==> src/rtl/rpi_pkg.sv <==
// ----------------------------------------------------------------------------
// rpi_pkg: shared types and widths for the ray/plane intersection checker
// Fixed-point formats, internal word widths and the structs that travel
// between the front end, the queue and the back end.
// ----------------------------------------------------------------------------
package rpi_pkg;

  localparam int COORD_W         = 32;
  localparam int UNIT_W          = 16;
  localparam int COORD_FRAC_BITS = 16;
  localparam int UNIT_FRAC_BITS  = 14;
  localparam int T_W             = 32;

  localparam int DEN_W     = 2 * UNIT_W + 2;
  localparam int NUM_W     = COORD_W + UNIT_W + 3;
  localparam int CMP_W     = NUM_W + DEN_W;
  localparam int RW        = DEN_W + 1;
  localparam int C_FULL_W  = T_W + UNIT_W + 2;
  localparam int C_W       = C_FULL_W - UNIT_FRAC_BITS;
  localparam int P_W       = C_W + UNIT_W;
  localparam int XY_W      = P_W + 2;
  localparam int ROUND_POS = COORD_FRAC_BITS + UNIT_FRAC_BITS;

  localparam int Q_DEPTH = 8;
  localparam int Q_AW    = 3;
  localparam int CNT_W   = 4;

  typedef struct packed {
    logic [47:0] normal;
    logic [47:0] u_axis;
    logic [47:0] v_axis;
    logic [31:0] offset;
    logic [31:0] half_w;
    logic [31:0] half_h;
    logic [1:0]  mode;
  } cfg_t;

  // Declared high to low so that origin_x lands in the lowest bits.
  typedef struct packed {
    logic [UNIT_W-1:0]  dir_z;
    logic [UNIT_W-1:0]  dir_y;
    logic [UNIT_W-1:0]  dir_x;
    logic [COORD_W-1:0] origin_z;
    logic [COORD_W-1:0] origin_y;
    logic [COORD_W-1:0] origin_x;
  } ray_t;

  typedef struct packed {
    logic             miss;
    logic             sat;
    logic [NUM_W-1:0] an;
    logic [DEN_W-1:0] ad;
    ray_t             ray;
  } item_t;

  // Component k of a packed vector register, x in the top bits.
  function automatic logic signed [UNIT_W-1:0] axis_comp(input logic [47:0] r, input int k);
    return $signed(r[47-UNIT_W*k -: UNIT_W]);
  endfunction

endpackage

==> src/rtl/rpi_queue.sv <==
// ----------------------------------------------------------------------------
// rpi_queue: short queue between the front end and the back end
// A small circular buffer with a fill count; reads are combinational.
// ----------------------------------------------------------------------------
module rpi_queue import rpi_pkg::*; (
  input  logic             clk,
  input  logic             rst,
  input  logic             push,
  input  item_t            push_item,
  input  logic             pop,
  output logic             not_empty,
  output item_t            head,
  output logic [CNT_W-1:0] count
);

  item_t            mem [Q_DEPTH];
  logic [Q_AW-1:0]  wr_ptr;
  logic [Q_AW-1:0]  rd_ptr;

  assign not_empty = count != '0;
  assign head      = mem[rd_ptr];

  always_ff @(posedge clk) begin
    if (push) begin
      mem[wr_ptr] <= push_item;
    end
  end

  always_ff @(posedge clk) begin
    if (rst) begin
      wr_ptr <= '0;
      rd_ptr <= '0;
      count  <= '0;
    end else begin
      if (push) begin
        wr_ptr <= wr_ptr + 1'b1;
      end
      if (pop) begin
        rd_ptr <= rd_ptr + 1'b1;
      end
      if (push && !pop) begin
        count <= count + 1'b1;
      end else if (!push && pop) begin
        count <= count - 1'b1;
      end
    end
  end

`ifndef ASSERT_OFF
  a_no_overflow: assert property (@(posedge clk) disable iff (rst)
    (push && !pop) |-> (count < CNT_W'(Q_DEPTH)))
    else $error("queue written while full");

  a_count_track: assert property (@(posedge clk) disable iff (rst)
    (push && !pop) |=> (count == $past(count) + 1'b1))
    else $error("queue count lost a write");
`endif

endmodule

==> config.mk <==
export PLATFORM = sky130hd
export DESIGN_NAME = rpi_queue
export DESIGN_NICKNAME = d
export VERILOG_FILES = /design/src/rtl/rpi_pkg.sv /design/src/rtl/rpi_queue.sv
export SDC_FILE = /design/constraint.sdc
export NUM_CORES = 1
export LEC_CHECK = 0
export ABC_AREA = 1
export BUFFER_PORTS_ARGS = -buffer_cell sky130_fd_sc_hd__buf_2
export CELL_PAD_IN_SITES_DETAIL_PLACEMENT = 1
export CELL_PAD_IN_SITES_GLOBAL_PLACEMENT = 1
export CORE_UTILIZATION = 35
export CTS_BUF_LIST = sky130_fd_sc_hd__clkbuf_8
export DETAILED_ROUTE_END_ITERATION = 10
export PLACE_DENSITY_LB_ADDON = 0.1
export SYNTH_ARGS = -nofsm -noshare
export SYNTH_HDL_FRONTEND = slang
export SYNTH_SLANG_ARGS = --single-unit
export TNS_END_PERCENT = 100
==> constraint.sdc <==
create_clock -name clk -period 13.9 [get_ports clk]
set_input_delay 0.695 -clock clk [delete_from_list [all_inputs] [get_ports clk]]
set_output_delay 0.695 -clock clk [all_outputs]
set_load 0.005 [all_outputs]
==> PnR_summary.wiki <==
{| class="wikitable"
! Metric !! Value
|-
| Final-layout setup total negative slack || 0 ns
|-
| Number of warnings reported in the yosys synthesis log || 0
|-
| Critical path fanouts, max || 83
|-
| Share of layout cells above drive strength 1 || roughly 13%
|-
| Final setup violation count || 0
|-
| Worst endpoint required time || 13.20 ns
|-
| Ordered list of cells on the worst path || buf_4, buf_4, buf_4, buf_4, nor2_1, nor2_1, o21ai_0, nand2_1, nand2_1, nand2_1, buf_2
|-
| Distinct cell type count of the synthesized netlist || 27
|-
| Area after DPL || ~79,000 µm²
|-
| Detailed-route wire length per cell || between 20 and 25 µm
|-
| Die Ht || 461 µm
|-
| PD cells || approximately 140 nW/µm²
|-
| Grt ovf || 0
|-
| Register bit total from synthesis || around 1,900
|-
| Number of search-and-repair iterations in the first detailed-routing pass || 5
|-
| Worst Skew || ~0.045 ns
|-
| Die area || roughly 210,000 µm²
|-
| Startpoint-to-endpoint class of the critical path || register to primary output
|-
| Max clock buf depth || 4
|-
| Nature of the critical path startpoint || register
|-
| Most frequently used cell type in the post-synthesis netlist || sky130_fd_sc_hd__nor2_1
|-
| Worst path bufs/invs || 5
|-
| Clk sink count || 1,861
|-
| Slew headroom || between 20% and 30%
|-
| Number of cells on the worst reg-to-reg path || 5
|-
| IO buf count || 470
|-
| Number of max-capacitance violations reported || 0
|-
| Clock-pin slew reported for the worst setup and hold paths after clock tree synthesis || roughly 0.06 ns
|-
| CP Data Arrival Time || between 5 and 6 ns
|-
| Run status || finished, final reports clean
|-
| Number of core rows || about 170
|-
| DRT Wirelength || approximately 220,000 µm
|-
| DR vias || a little under 50,000
|-
| Final hold viol count || 0
|-
| Synthesized netlist net count || ~6,500
|-
| RSZ-0062 raised after global routing || false
|-
| Area Growth Syn to Fin || 17.5%
|-
| Top cell type by total area after synthesis || sky130_fd_sc_hd__edfxtp_1
|-
| Number of antenna violations at the first check in global routing || 49
|-
| Number of antenna-violating nets in the routed design || 0
|-
| Number of synthesized flops with an enable pin || roughly 1,800
|-
| Crit end category || primary output
|-
| Seq/Total Area, Yosys || 75.4%
|-
| Crit. path cell count || 11
|-
| Post-synthesis area per instance || between 10 and 15 µm²
|-
| Post-CTS Repair Setup Buffers || 0
|-
| Final Net Count || ~7,200
|-
| First-pass GRT wire length || 323,000 µm
|-
| Leakage || around 32 nW
|-
| Shortest period the worst path allows || roughly 6.7 ns
|-
| Top-area cell type share of the netlist area || 75.1%
|-
| Cell types with the highest counts after synthesis || sky130_fd_sc_hd__nor2_1, sky130_fd_sc_hd__edfxtp_1, sky130_fd_sc_hd__nand2_1
|-
| Global router's overall resource usage || 20.2%
|-
| Most used flip-flop cell after synthesis || sky130_fd_sc_hd__edfxtp_1
|-
| Worst path max stage delay || around 0.87 ns
|-
| Top cells by area in the synthesized netlist || sky130_fd_sc_hd__edfxtp_1, sky130_fd_sc_hd__nor2_1, sky130_fd_sc_hd__nand2_1, sky130_fd_sc_hd__o21ai_0, sky130_fd_sc_hd__o21ai_1
|-
| Type of the most critical hold path || input port to register
|-
| Initial drt markers || about 2,500
|-
| Transition time at the pin with the least slew margin || approximately 1.1 ns
|-
| Worst reg2reg path endpoint || mem[5][129]$_DFFE_PP_
|-
| Ratio of final minimum period to clock period || approximately 48%
|-
| Area occupied by multi-input gates || 16,300 µm²
|-
| Placeable core region || about 210,000 µm²
|-
| Initial core utilization || 35.2%
|-
| Clock tree from TritonCTS || yes
|-
| Cell at the slowest stage of the critical path || sky130_fd_sc_hd__buf_4
|-
| Crit path max-delay family || buffers and inverters
|-
| Reg2Reg Launch Point || wr_ptr[0]$_SDFFE_PP0P_
|-
| Overall power consumption || between 0.01 and 0.015 W
|-
| Average via count per standard cell || 4.85
|-
| Root Buffer Master || sky130_fd_sc_hd__clkbuf_8
|-
| Filler cell count || between 20,000 and 25,000
|-
| Max Clk Rate || 150 MHz
|-
| Placer congestion estimate || 0.715
|-
| Sequential cell area || ~56,000 µm²
|-
| Largest net degree at the start of global routing || around 280
|-
| Skew-Pair Late Insertion Delay || around 1.1 ns
|-
| Async S/R FF share, synth || 0%
|-
| Critical path capture point || head[152]
|-
| Max-slew violation total from the final report || 0
|-
| Number of H-tree levels || 5
|-
| Number of buffers inserted during clock tree synthesis || around 350
|-
| Register-to-register setup slack || just under 10 ns
|-
| Estimated wirelength of the detail-placed design || between 100,000 and 150,000 µm
|-
| Vias in the first global route || 50,600
|-
| Gate count of the mapped netlist || 6,224
|-
| Non-Filler Cell Area, Final || roughly 87,000 µm²
|-
| Worst vdd ir || between 0.00008 and 0.00009 V
|-
| Critical path's most frequent cell || sky130_fd_sc_hd__buf_4
|-
| Horiz. Die Dim || roughly 460 µm
|-
| Cell area after technology mapping || ~74,000 µm²
|-
| Top-Level Pins || between 400 and 500
|-
| Drt drc || 0
|}
## metrics by stage
step | hold slack, ns | setup WS [ns] | std cells | util (%)
floorplan | 0.457 | 2.43 | 6224 | -
global placement | 0.478 | 8.32 | 9211 | 37.5
detailed placement | 0.492 | 8.25 | 9211 | 37.5
CTS | 0.301 | 7.05 | 10000 | 41.4
global route | 0.382 | 6.71 | 10000 | 41.4
finish | 0.465 | 7.23 | 10000 | 41.4
## flip-flops by register name, summed over array words and instances (netlist names), named ones only
register,cells
wr_ptr,3
mem,1848
count,4
rd_ptr,3
## worst reg2reg max path: stages, from the launching register on
cell                      delay (ns)
sky130_fd_sc_hd__dfxtp_1        0.38
sky130_fd_sc_hd__nand2_1        0.25
sky130_fd_sc_hd__nor2_4         0.75
sky130_fd_sc_hd__buf_4          0.73
sky130_fd_sc_hd__buf_4          0.86
sky130_fd_sc_hd__buf_4          0.91
## placed cells by master (no fill, tap or decap), drive strengths merged, types with 4 or more instances in the layout
master       count
nor2          1864
clkinvlp         6
ha               5
nand3            4
nand2         1176
o21ai          925
buf            542
edfxtp        1848
dfxtp           13
inv            145
clkbuf         351
a21oi            7
dlygate4sd3    235
clkinv          81
diode           14
## power by group
group / switching, W / total [W] / internal (W)
Clock: 0.00225 / 0.00458 / 0.00233
Combinational: 0.000881 / 0.00127 / 0.000389
Sequential: 0.0000324 / 0.00634 / 0.00631
Total: 0.00316 / 0.0122 / 0.00903
## kinds of logic (layout without fill, tap and decap cells)
| logic type | after synthesis | after routing | share of synthesized area, % |
|---|---|---|---|
| AO/OA/AOI/OAI | 933 | 933 | 6.32 |
| XOR/XNOR | 2 | 2 | 0.0237 |
| adder cells (fa/ha/maj) | 6 | 6 | 0.112 |
| buffers and inverters | 374 | 1361 | 2.59 |
| flip-flops | 1861 | 1861 | 75.4 |
| other | 0 | 14 | 0 |
| AND/OR/NAND/NOR | 3048 | 3048 | 15.5 |
## cell type report
type,instances,share of cell area [%]
diodes,14,0.0404
clock buffers,351,5.57
clock inverters,219,1.05
inverters,14,0.0966
multi-input cells,3989,18.8
flip-flops and latches,1861,64.2
well taps,2805,4.04
repair buffers,777,6.19
## routing by layer
| layer | GRT usage (%) | vias to the layer above | share of wire [%] |
|---|---|---|---|
| li1 | - | 22900 | - |
| met4 | 6.24 | 46 | 2.6 |
| met3 | 4.59 | 391 | 4.9 |
| met5 | 0 | - | 0.12 |
| met2 | 33.7 | 904 | 48 |
| met1 | 26.1 | 24400 | 44 |
## what timing repair did
action | 4_1_cts | 5_1_grt
hold buffers | 235 | 0
endpoints found under the hold margin | 1861 | 0
gates resized for setup | 0 | 0
## how the worst min path moves through the flow
stage,start,end,slack (ns),cells past startpoint
detailed placement,rd_ptr[1]$_SDFFE_PP0P_,register,0.49,2
global route,push_item[55],mem[2][55]$_DFFE_PP_,0.38,2
finish,push_item[120],mem[7][120]$_DFFE_PP_,0.47,2
CTS,push_item[54],mem[7][54]$_DFFE_PP_,0.30,2
global placement,rd_ptr[1]$_SDFFE_PP0P_,register,0.48,2
floorplan,rd_ptr[1]$_SDFFE_PP0P_,register,0.46,2
Note: power is estimated with default switching activity, not from simulation.
